$ cat src/hdl/command_packet_validator_core_defines.svh
// Assertion helpers used by the top-level core.
`ifndef COMMAND_PACKET_VALIDATOR_CORE_DEFINES_SVH
`define COMMAND_PACKET_VALIDATOR_CORE_DEFINES_SVH

// same-cycle implication, held off during reset
`define CPV_ASSERT_IMP(lbl, clk, rst_n, ante, cons) \
  lbl: assert property (@(posedge clk) disable iff (!rst_n) (ante) |-> (cons)) \
    else $error("cpv assertion failed");

// next-cycle implication, held off during reset
`define CPV_ASSERT_NXT(lbl, clk, rst_n, ante, cons) \
  lbl: assert property (@(posedge clk) disable iff (!rst_n) (ante) |=> (cons)) \
    else $error("cpv assertion failed");

`endif

$ cat src/hdl/cpv_pkg.sv
package cpv_pkg;

  // status codes
  localparam logic [2:0] STAT_OK        = 3'd0;
  localparam logic [2:0] STAT_SHORT     = 3'd1;
  localparam logic [2:0] STAT_MISMATCH  = 3'd2;
  localparam logic [2:0] STAT_UNKNOWN   = 3'd3;
  localparam logic [2:0] STAT_NONPRINT  = 3'd4;
  localparam logic [2:0] STAT_TOO_LONG  = 3'd5;
  localparam logic [2:0] STAT_BAD_MODE  = 3'd6;

  // packet commands
  localparam logic [7:0] CMD_RENAME = 8'h01;
  localparam logic [7:0] CMD_MODE   = 8'h02;

  localparam logic [7:0] PRINT_LO = 8'h20;
  localparam logic [7:0] PRINT_HI = 8'h7E;

  localparam logic [8:0] POS_MAX = 9'd511;

  // read_index is 4 bits, so only this many label entries can ever be seen
  localparam int LBL_VIS = 16;

  // request passed from front to back
  typedef struct packed {
    logic                      is_read;
    logic [3:0]                idx;
    logic [2:0]                status;
    logic                      commit;
    logic                      set_diag;
    logic                      diag_val;
    logic [3:0]                len_lo;
    logic                      len_big;   // length is 16 or more
    logic [LBL_VIS-1:0][7:0]   label;
  } req_t;

  function automatic logic [7:0] safe_char(input logic [1:0] i);
    logic [7:0] c;
    unique case (i)
      2'd0: c = "s";
      2'd1: c = "a";
      2'd2: c = "f";
      2'd3: c = "e";
      default: c = 8'h00;
    endcase
    return c;
  endfunction

  function automatic logic [7:0] diag_char(input logic [1:0] i);
    logic [7:0] c;
    unique case (i)
      2'd0: c = "d";
      2'd1: c = "i";
      2'd2: c = "a";
      2'd3: c = "g";
      default: c = 8'h00;
    endcase
    return c;
  endfunction

  function automatic logic [7:0] reset_char(input logic [3:0] i);
    logic [7:0] c;
    unique case (i)
      4'd0: c = "s";
      4'd1: c = "e";
      4'd2: c = "n";
      4'd3: c = "s";
      4'd4: c = "o";
      4'd5: c = "r";
      4'd6: c = "-";
      4'd7: c = "a";
      default: c = 8'h00;
    endcase
    return c;
  endfunction

endpackage

$ cat src/hdl/cpv_if.sv
interface cpv_in_if;
  logic       valid;
  logic       ready;
  logic       cmd;
  logic [7:0] data_byte;
  logic       last;
  logic [3:0] read_index;

  modport source (output valid, output cmd, output data_byte, output last,
                  output read_index, input ready);
  modport sink   (input valid, input cmd, input data_byte, input last,
                  input read_index, output ready);
endinterface

interface cpv_out_if;
  logic       valid;
  logic       ready;
  logic [2:0] status;
  logic       diag_mode;
  logic [3:0] label_length;
  logic [7:0] label_char;

  modport source (output valid, output status, output diag_mode,
                  output label_length, output label_char, input ready);
  modport sink   (input valid, input status, input diag_mode,
                  input label_length, input label_char, output ready);
endinterface

$ cat src/hdl/command_packet_validator_core.sv
// Command packet validator. Requests arrive one per cycle on in_chan: a
// packet byte (cmd 0, last marks the end) or a label read (cmd 1). Byte 0
// of a packet is the declared payload length, byte 1 the command, the rest
// payload. Non-final bytes give no result; a final byte gives one status
// (short, length mismatch, unknown command, non-printable, label too long,
// invalid mode, checked in that order), and a read gives one label byte.
// Rate: one request per cycle while in_chan.ready is high. A request that
// makes a result is written into a two-entry queue when it is accepted, and
// the back stage moves it into the output register once that register is
// empty or being taken; out_chan.valid rises with that move. in_chan.ready
// drops only when the queue holds two requests, which needs out_chan to
// stall with three results waiting.
// Non-final packet bytes never enter the queue.
// Label length and characters reflect every packet committed before; only
// the first 16 label characters can be read back.
`include "command_packet_validator_core_defines.svh"

module command_packet_validator_core #(
  parameter int LABEL_DEPTH = 16   // 2..64
) (
  input  logic       clk,
  input  logic       rst_n,
  cpv_in_if.sink     in_chan,
  cpv_out_if.source  out_chan
);
  import cpv_pkg::*;

  // front -> queue
  logic  push;
  req_t  push_req;
  // queue -> back
  req_t  head;
  logic  pop;
  logic  q_full;
  logic  q_empty;
  // failing status on the output
  logic  fail_out;

  // front: tracks packet position, length, command, printable and mode
  // match state, and classifies the packet at its last byte
  cpv_front #(
    .LABEL_DEPTH (LABEL_DEPTH)
  ) u_front (
    .clk      (clk),
    .rst_n    (rst_n),
    .in_chan  (in_chan),
    .q_full   (q_full),
    .push     (push),
    .push_req (push_req)
  );

  // decouples front from output stalls
  cpv_queue u_queue (
    .clk      (clk),
    .rst_n    (rst_n),
    .push     (push),
    .push_req (push_req),
    .pop      (pop),
    .head     (head),
    .full     (q_full),
    .empty    (q_empty)
  );

  // back: owns label, length and diag flag; commits and serves reads in order
  cpv_back #(
    .LABEL_DEPTH (LABEL_DEPTH)
  ) u_back (
    .clk      (clk),
    .rst_n    (rst_n),
    .head     (head),
    .q_empty  (q_empty),
    .pop      (pop),
    .out_chan (out_chan)
  );

  assign fail_out = out_chan.valid && (out_chan.status != STAT_OK);

  `CPV_ASSERT_IMP(a_q_sane, clk, rst_n, 1'b1, !(q_full && q_empty))
  `CPV_ASSERT_NXT(a_pop_out, clk, rst_n, pop, out_chan.valid)
  `CPV_ASSERT_IMP(a_fail_no_char, clk, rst_n, fail_out, out_chan.label_char == 8'h00)

endmodule

$ cat src/hdl/cpv_front.sv
module cpv_front #(
  parameter int LABEL_DEPTH = 16
) (
  input  logic           clk,
  input  logic           rst_n,
  cpv_in_if.sink         in_chan,
  input  logic           q_full,
  output logic           push,
  output cpv_pkg::req_t  push_req
);
  import cpv_pkg::*;

  localparam int LS = (LABEL_DEPTH < LBL_VIS) ? LABEL_DEPTH : LBL_VIS;

  logic [8:0]         pos_r, pos_nxt;
  logic [7:0]         decl_r, decl_nxt;
  logic [7:0]         cmd_r, cmd_nxt;
  logic               print_r, print_nxt;
  logic [1:0]         match_r, match_nxt;
  logic [LS-1:0][7:0] stage_r, stage_nxt;

  logic               acc;
  logic               payload;
  logic [8:0]         p;
  logic [8:0]         count;
  logic [8:0]         plen;
  logic [LBL_VIS-1:0][7:0] lbl_eff;
  logic [LBL_VIS-1:0] hit;

  assign in_chan.ready = !q_full;
  assign acc     = in_chan.valid && in_chan.ready;
  assign payload = (pos_r >= 9'd2);
  assign p       = pos_r - 9'd2;
  assign count   = (pos_r == POS_MAX) ? POS_MAX : pos_r + 9'd1;
  assign plen    = count - 9'd2;

  // staged label with the current byte merged in
  for (genvar i = 0; i < LBL_VIS; i++) begin : g_lbl
    assign hit[i] = payload && (p == 9'(i));
    if (i < LS) begin : g_kept
      assign lbl_eff[i] = hit[i] ? in_chan.data_byte : stage_r[i];
    end else begin : g_drop
      assign lbl_eff[i] = 8'h00;
    end
  end

  always_comb begin
    logic [7:0] b;
    b         = in_chan.data_byte;
    decl_nxt  = (pos_r == 9'd0) ? b : decl_r;
    cmd_nxt   = (pos_r == 9'd1) ? b : cmd_r;
    print_nxt = print_r;
    match_nxt = match_r;
    stage_nxt = stage_r;
    if (payload) begin
      if (b < PRINT_LO || b > PRINT_HI) print_nxt = 1'b0;
      if (p < 9'd4) begin
        if (b != safe_char(p[1:0])) match_nxt[0] = 1'b0;
        if (b != diag_char(p[1:0])) match_nxt[1] = 1'b0;
      end else begin
        match_nxt = 2'b00;
      end
      for (int i = 0; i < LS; i++) begin
        if (hit[i]) stage_nxt[i] = b;
      end
    end
    pos_nxt = count;

    push_req          = '0;
    push_req.idx      = in_chan.read_index;
    push_req.label    = lbl_eff;
    push_req.len_lo   = plen[3:0];
    push_req.len_big  = |plen[8:4];
    if (in_chan.cmd) begin
      push_req.is_read = 1'b1;
    end else if (count < 9'd2) begin
      push_req.status = STAT_SHORT;
    end else if (plen != {1'b0, decl_nxt}) begin
      push_req.status = STAT_MISMATCH;
    end else if (cmd_nxt != CMD_RENAME && cmd_nxt != CMD_MODE) begin
      push_req.status = STAT_UNKNOWN;
    end else if (!print_nxt) begin
      push_req.status = STAT_NONPRINT;
    end else if (cmd_nxt == CMD_RENAME) begin
      if (plen >= 9'(LABEL_DEPTH)) begin
        push_req.status = STAT_TOO_LONG;
      end else begin
        push_req.status = STAT_OK;
        push_req.commit = 1'b1;
      end
    end else if (plen == 9'd4 && match_nxt[0]) begin
      push_req.status   = STAT_OK;
      push_req.set_diag = 1'b1;
      push_req.diag_val = 1'b0;
    end else if (plen == 9'd4 && match_nxt[1]) begin
      push_req.status   = STAT_OK;
      push_req.set_diag = 1'b1;
      push_req.diag_val = 1'b1;
    end else begin
      push_req.status = STAT_BAD_MODE;
    end
  end

  assign push = acc && (in_chan.cmd || in_chan.last);

  always_ff @(posedge clk) begin
    if (!rst_n) begin
      pos_r   <= '0;
      decl_r  <= '0;
      cmd_r   <= '0;
      print_r <= 1'b1;
      match_r <= 2'b11;
    end else if (acc && !in_chan.cmd) begin
      if (in_chan.last) begin
        pos_r   <= '0;
        decl_r  <= '0;
        cmd_r   <= '0;
        print_r <= 1'b1;
        match_r <= 2'b11;
      end else begin
        pos_r   <= pos_nxt;
        decl_r  <= decl_nxt;
        cmd_r   <= cmd_nxt;
        print_r <= print_nxt;
        match_r <= match_nxt;
      end
    end
  end

  // only label bytes below the committed length are ever read back, so no clear
  always_ff @(posedge clk) begin
    if (acc && !in_chan.cmd) stage_r <= stage_nxt;
  end

endmodule

$ cat src/hdl/cpv_queue.sv
module cpv_queue (
  input  logic           clk,
  input  logic           rst_n,
  input  logic           push,
  input  cpv_pkg::req_t  push_req,
  input  logic           pop,
  output cpv_pkg::req_t  head,
  output logic           full,
  output logic           empty
);
  import cpv_pkg::*;

  req_t       ent_r [2];
  logic       wr_r, rd_r;
  logic [1:0] cnt_r;

  assign full  = (cnt_r == 2'd2);
  assign empty = (cnt_r == 2'd0);
  assign head  = ent_r[rd_r];

  always_ff @(posedge clk) begin
    if (!rst_n) begin
      wr_r  <= 1'b0;
      rd_r  <= 1'b0;
      cnt_r <= 2'd0;
    end else begin
      if (push) wr_r <= !wr_r;
      if (pop)  rd_r <= !rd_r;
      unique case ({push, pop})
        2'b10:   cnt_r <= cnt_r + 2'd1;
        2'b01:   cnt_r <= cnt_r - 2'd1;
        default: cnt_r <= cnt_r;
      endcase
    end
  end

  always_ff @(posedge clk) begin
    if (push) ent_r[wr_r] <= push_req;
  end

endmodule

$ cat src/hdl/cpv_back.sv
module cpv_back #(
  parameter int LABEL_DEPTH = 16
) (
  input  logic           clk,
  input  logic           rst_n,
  input  cpv_pkg::req_t  head,
  input  logic           q_empty,
  output logic           pop,
  cpv_out_if.source      out_chan
);
  import cpv_pkg::*;

  localparam int RST_LEN = (LABEL_DEPTH - 1 < 8) ? LABEL_DEPTH - 1 : 8;

  logic [LBL_VIS-1:0][7:0] label_r, label_nxt;
  logic [3:0]              len_lo_r, len_lo_nxt;
  logic                    len_big_r, len_big_nxt;
  logic                    diag_r, diag_nxt;

  logic                    out_valid_r;
  logic [2:0]              status_r, status_nxt;
  logic                    odiag_r;
  logic [3:0]              olen_r;
  logic [7:0]              char_r, char_nxt;

  assign pop = !q_empty && (!out_valid_r || out_chan.ready);

  always_comb begin
    label_nxt   = label_r;
    len_lo_nxt  = len_lo_r;
    len_big_nxt = len_big_r;
    diag_nxt    = diag_r;
    status_nxt  = STAT_OK;
    char_nxt    = 8'h00;
    if (head.is_read) begin
      if (len_big_r || head.idx < len_lo_r) char_nxt = label_r[head.idx];
    end else begin
      status_nxt = head.status;
      if (head.commit) begin
        label_nxt   = head.label;
        len_lo_nxt  = head.len_lo;
        len_big_nxt = head.len_big;
      end
      if (head.set_diag) diag_nxt = head.diag_val;
    end
  end

  always_ff @(posedge clk) begin
    if (!rst_n) begin
      for (int i = 0; i < LBL_VIS; i++) begin
        label_r[i] <= (i < RST_LEN) ? reset_char(4'(i)) : 8'h00;
      end
      len_lo_r    <= 4'(RST_LEN);
      len_big_r   <= 1'b0;
      diag_r      <= 1'b0;
      out_valid_r <= 1'b0;
    end else begin
      if (pop) begin
        label_r   <= label_nxt;
        len_lo_r  <= len_lo_nxt;
        len_big_r <= len_big_nxt;
        diag_r    <= diag_nxt;
      end
      if (pop)                 out_valid_r <= 1'b1;
      else if (out_chan.ready) out_valid_r <= 1'b0;
    end
  end

  always_ff @(posedge clk) begin
    if (pop) begin
      status_r <= status_nxt;
      odiag_r  <= diag_nxt;
      olen_r   <= len_lo_nxt;
      char_r   <= char_nxt;
    end
  end

  assign out_chan.valid        = out_valid_r;
  assign out_chan.status       = status_r;
  assign out_chan.diag_mode    = odiag_r;
  assign out_chan.label_length = olen_r;
  assign out_chan.label_char   = char_r;

endmodule
$ cat src/flat_wrapper.sv
// flat-port wrapper written by rule: the top's interface ports become plain ports
module command_packet_validator_core_flat import cpv_pkg::*;
#(
  parameter int LABEL_DEPTH = 16           
)
  (clk, rst_n, in_chan_valid, in_chan_cmd, in_chan_data_byte, in_chan_last, in_chan_read_index, in_chan_ready, out_chan_valid, out_chan_status, out_chan_diag_mode, out_chan_label_length, out_chan_label_char, out_chan_ready);
  cpv_in_if in_chan_i ();
  cpv_out_if out_chan_i ();
  input  logic clk;
  input  logic rst_n;
  input wire logic [$bits(in_chan_i.valid)-1:0] in_chan_valid;
  input wire logic [$bits(in_chan_i.cmd)-1:0] in_chan_cmd;
  input wire logic [$bits(in_chan_i.data_byte)-1:0] in_chan_data_byte;
  input wire logic [$bits(in_chan_i.last)-1:0] in_chan_last;
  input wire logic [$bits(in_chan_i.read_index)-1:0] in_chan_read_index;
  output wire logic [$bits(in_chan_i.ready)-1:0] in_chan_ready;
  output wire logic [$bits(out_chan_i.valid)-1:0] out_chan_valid;
  output wire logic [$bits(out_chan_i.status)-1:0] out_chan_status;
  output wire logic [$bits(out_chan_i.diag_mode)-1:0] out_chan_diag_mode;
  output wire logic [$bits(out_chan_i.label_length)-1:0] out_chan_label_length;
  output wire logic [$bits(out_chan_i.label_char)-1:0] out_chan_label_char;
  input wire logic [$bits(out_chan_i.ready)-1:0] out_chan_ready;
  assign in_chan_i.valid = in_chan_valid;
  assign in_chan_i.cmd = in_chan_cmd;
  assign in_chan_i.data_byte = in_chan_data_byte;
  assign in_chan_i.last = in_chan_last;
  assign in_chan_i.read_index = in_chan_read_index;
  assign in_chan_ready = in_chan_i.ready;
  assign out_chan_valid = out_chan_i.valid;
  assign out_chan_status = out_chan_i.status;
  assign out_chan_diag_mode = out_chan_i.diag_mode;
  assign out_chan_label_length = out_chan_i.label_length;
  assign out_chan_label_char = out_chan_i.label_char;
  assign out_chan_i.ready = out_chan_ready;
  command_packet_validator_core #(.LABEL_DEPTH(LABEL_DEPTH)) u_core (.clk(clk), .rst_n(rst_n), .in_chan(in_chan_i), .out_chan(out_chan_i));
endmodule
$ cat config.mk
export PLATFORM = sky130hd
export DESIGN_NAME = command_packet_validator_core_flat
export DESIGN_NICKNAME = d
export VERILOG_FILES = /design/src/hdl/cpv_pkg.sv /design/src/hdl/cpv_if.sv /design/src/hdl/command_packet_validator_core.sv /design/src/hdl/cpv_front.sv /design/src/hdl/cpv_queue.sv /design/src/hdl/cpv_back.sv /design/src/flat_wrapper.sv
export VERILOG_INCLUDE_DIRS = /design/src /design/src/hdl
export SDC_FILE = /design/constraint.sdc
export NUM_CORES = 1
export LEC_CHECK = 0
export BUFFER_PORTS_ARGS = -buffer_cell sky130_fd_sc_hd__buf_2
export CAP_MARGIN = 0
export CORE_MARGIN = 2
export CORE_UTILIZATION = 55
export DETAILED_ROUTE_END_ITERATION = 8
export PLACE_DENSITY = 0.82
export SYNTH_ARGS = -nofsm -noshare
export SYNTH_HDL_FRONTEND = slang
export SYNTH_SLANG_ARGS = --single-unit
$ cat constraint.sdc
create_clock -name clk -period 7.1 [get_ports clk]
set_clock_uncertainty 0.15 [all_clocks]
set_input_delay 0.71 -clock clk [delete_from_list [all_inputs] [get_ports clk]]
set_output_delay 0.71 -clock clk [all_outputs]
set_load 0.03 [all_outputs]
==> flow_summary_export.csv <==
group,metric,value,unit
synth,ys_top_cells_by_area,"edfxtp_1 52%, dfxtp_1 14%, mux2i_1 6.1%",
synth,syn-num-nets,1848,
synth,ys_seq_area_share,66.06,%
global_routing,grt_pass1_wl,86700,µm
route,avgRoutedWirePerCell,23.15,µm
global_routing,antenna_found_initial,1,
route,drc,0,
die,rows,77,
layout,design_area,27340,µm²
global_routing,grt_max_degree,193,
global_routing,grt_util_all_layers,24.02,%
route,drt_iter0_markers,1586,
place,port_buffers,35,
critical_path,worstSetupEndpointType,"register",
synth,post_synth_num_cell_types,62,
clocking,cts_buffer_depth,3,
route,dr.pass1.iters,5,
route,num_vias,15041,
clocking,cts_post_setup_buffers_inserted,0,
hold_path,hold_class,"primary input to register",
synth,yosys_warnings,0,
place,gp_congestion,0.8666,
synth,synthCells,1814,
layout,drive_above_1_share,16.06,%
critical_path,arrival,4.42,ns
timing,worstMarginPinSlew,1.126,ns
timing,timing.final.crit_share,59.09,%
timing,slew_headroom,24.95,%
power_and_ir_drop,p_per_area,328.1,nW/µm²
power_and_ir_drop,p_leak,10.35,nW
layout,nets,1839,
synth,synth_edf_count,432,
die,ioPinCount,36,
clocking,cts.clk_slew.worst_paths,0.06,ns
place,dp_hpwl,32810,µm
timing,setup_viol,0,
timing,tns,0,ns
critical_path,critPathLaunchType,"register",
timing,post-route-min-period,4.196,ns
clocking,clkSinkCount,600,
layout,final_common_cell,"edfxtp_1",
clocking,cts_tree,"built",
critical_path,crit_fanout,13,
timing,rsz0062_at_grt,"false",
die,die_h,216.0,µm
route,ant_nets,0,
layout,areaGrowthSynthToFinish,10.55,%
clocking,cts_buffers,58,
job,cap_violations,0,
synth,synthesis.area,24730,µm²
clocking,clk_latency,0.64,ns
timing,max_freq,238.3,MHz
timing,hold_viol,0,
timing,slew_violations,0,
clocking,cts_resized,0,
die,coreArea,44320,µm²
layout,most-common-layout-cells,"432 x edfxtp_1, 302 x nand2_1, 167 x dfxtp_1",
outcome,status,"finished, final reports clean",
die,start_util,55.80,%
synth,synth_top_area_share,52.46,%
clocking,cts_max_level,2,
synth,synth_area_leader_cell,"edfxtp_1",
die,chipWidth,216.0,µm
global_routing,grt_overflow,0,
route,wl,56690,µm
place,place_area,25380,µm²
synth,async_reset_ff_share,0,%
clocking,cts_hold_buf,0,
power_and_ir_drop,vdd_drop_max,0.0002610,V
critical_path,required,7.32,ns
synth,ys.flop_type,"edfxtp_1",
die,die_area,46680,µm²
global_routing,grt_pass1_vias,14721,
route,drt-vias-per-instance,6.142,
layout,fin_cells,2449,
clocking,cts_root_buf,"clkbuf_16",
synth,synth_seq_cells,600,
critical_path,critPathKind,"register to register",
synth,synth.avg_cell_area,13.63,µm²
place,placedCellCount,2337,
[worst paths after layout]
kind	startpoint	endpoint	slack, ns	depth (start not counted)
setup / recovery	u_core.u_front.pos_r[0]$_SDFFE_PN0P_	u_core.u_queue.ent_r[1][138]$_DFFE_PP_	2.90	11
hold / removal	in_chan_read_index[3]	u_core.u_queue.ent_r[1][142]$_DFFE_PP_	0.12	1
setup reg to reg	u_core.u_front.pos_r[0]$_SDFFE_PN0P_	u_core.u_queue.ent_r[1][138]$_DFFE_PP_	2.90	11
hold reg to reg	u_core.u_back.label_r[29]$_SDFFE_PN1P_	u_core.u_back.label_r[29]$_SDFFE_PN1P_	0.34	2
[metal layers]
| metal | vias up | wire (µm) | share of wire [%] | global-route usage (%) |
|---|---|---|---|---|
| met4 | 0 | 1610 | 2.8 | 7.922 |
| met1 | 7608 | 23790 | 42 | 32.90 |
| met3 | 94 | 4271 | 7.5 | 5.032 |
| li1 | 6768 | - | - | - |
| met5 | - | 0 | 0 | 0 |
| met2 | 571 | 27010 | 48 | 38.47 |
[synthesized netlist by cell type, types with 14 or more instances]
| cell type | count |
|---|---|
| edfxtp_1 | 432 |
| nand2_1 | 303 |
| dfxtp_1 | 168 |
| mux2i_1 | 151 |
| mux2_2 | 132 |
| clkbuf_1 | 100 |
| o211a_1 | 97 |
| nand3_1 | 46 |
| o211ai_1 | 41 |
| nor2_1 | 34 |
| a311oi_1 | 32 |
| nor2b_1 | 22 |
| o21ai_0 | 21 |
| and3_1 | 19 |
| a22oi_1 | 18 |
| ha_1 | 16 |
| inv_1 | 15 |
| xnor2_1 | 14 |
[flip-flops by register name, summed over array words and instances, names as in the netlist, 3 cells and up, named ones only]
register                             count
u_core.u_queue.ent_r                   288
u_core.u_back.label_r                  128
u_core.u_front.stage_r                 128
u_core.u_front.pos_r                     9
u_core.u_back.out_chan.label_char        8
u_core.u_front.cmd_r                     8
u_core.u_front.decl_r                    8
u_core.u_back.len_lo_r                   4
u_core.u_back.out_chan.label_length      4
u_core.u_back.out_chan.status            3
[cell families (layout without fill, tap and decap cells)]
group | count (synthesis) | count (layout) | share of synthesized area (%)
buffers and inverters | 136 | 177 | 2.221
adder cells (fa/ha/maj) | 16 | 16 | 0.8095
multiplexers | 283 | 283 | 12.12
AND/OR/NAND/NOR | 501 | 501 | 9.365
AO/OA/AOI/OAI | 255 | 255 | 8.611
other | 0 | 2 | 0
flip-flops | 600 | 600 | 66.06
XOR/XNOR | 23 | 23 | 0.8146
[where the power goes]
part           internal, mW  leakage [nW]  switching (mW)
clock network          1.76         0.930            1.33
registers              4.13          5.32           0.229
logic                 0.526          4.09           0.993
total                  6.42          10.3            2.55
[critical path, stage by stage (launching register included)]
cell      delay [ns]
dfxtp_1         0.57
ha_1            0.48
nand2_1         0.12
nor3_2          0.41
nor2_1          0.15
ha_1            0.25
or3_1           0.40
and2_1          0.20
nor4_1          0.36
o311ai_0        0.36
a21boi_0        0.26
and4b_1         0.23
[metrics by stage]
stage	worst slack (ns)	utilization, %	total power [mW]	hold WS, ns
finish	2.904	61.69	8.969	0.1223
global route	2.622	61.68	9.283	0.1194
CTS	3.027	61.68	8.988	0.1109
detailed placement	3.040	57.28	5.922	0.3256
global placement	3.278	57.28	5.878	0.3157
floorplan	1.723	-	5.435	0.3050
[final cells by class]
class	count	area, µm²
timing repair buffer	51	335.3
inverter	16	60.06
antenna	2	5.005
fill	3286	16980
clock inverter	23	269.0
clock buffer	87	1682
multi-input combinational	1078	7908
tap	592	740.7
sequential	600	16340
No activity file was read; power rests on OpenSTA's default activity.
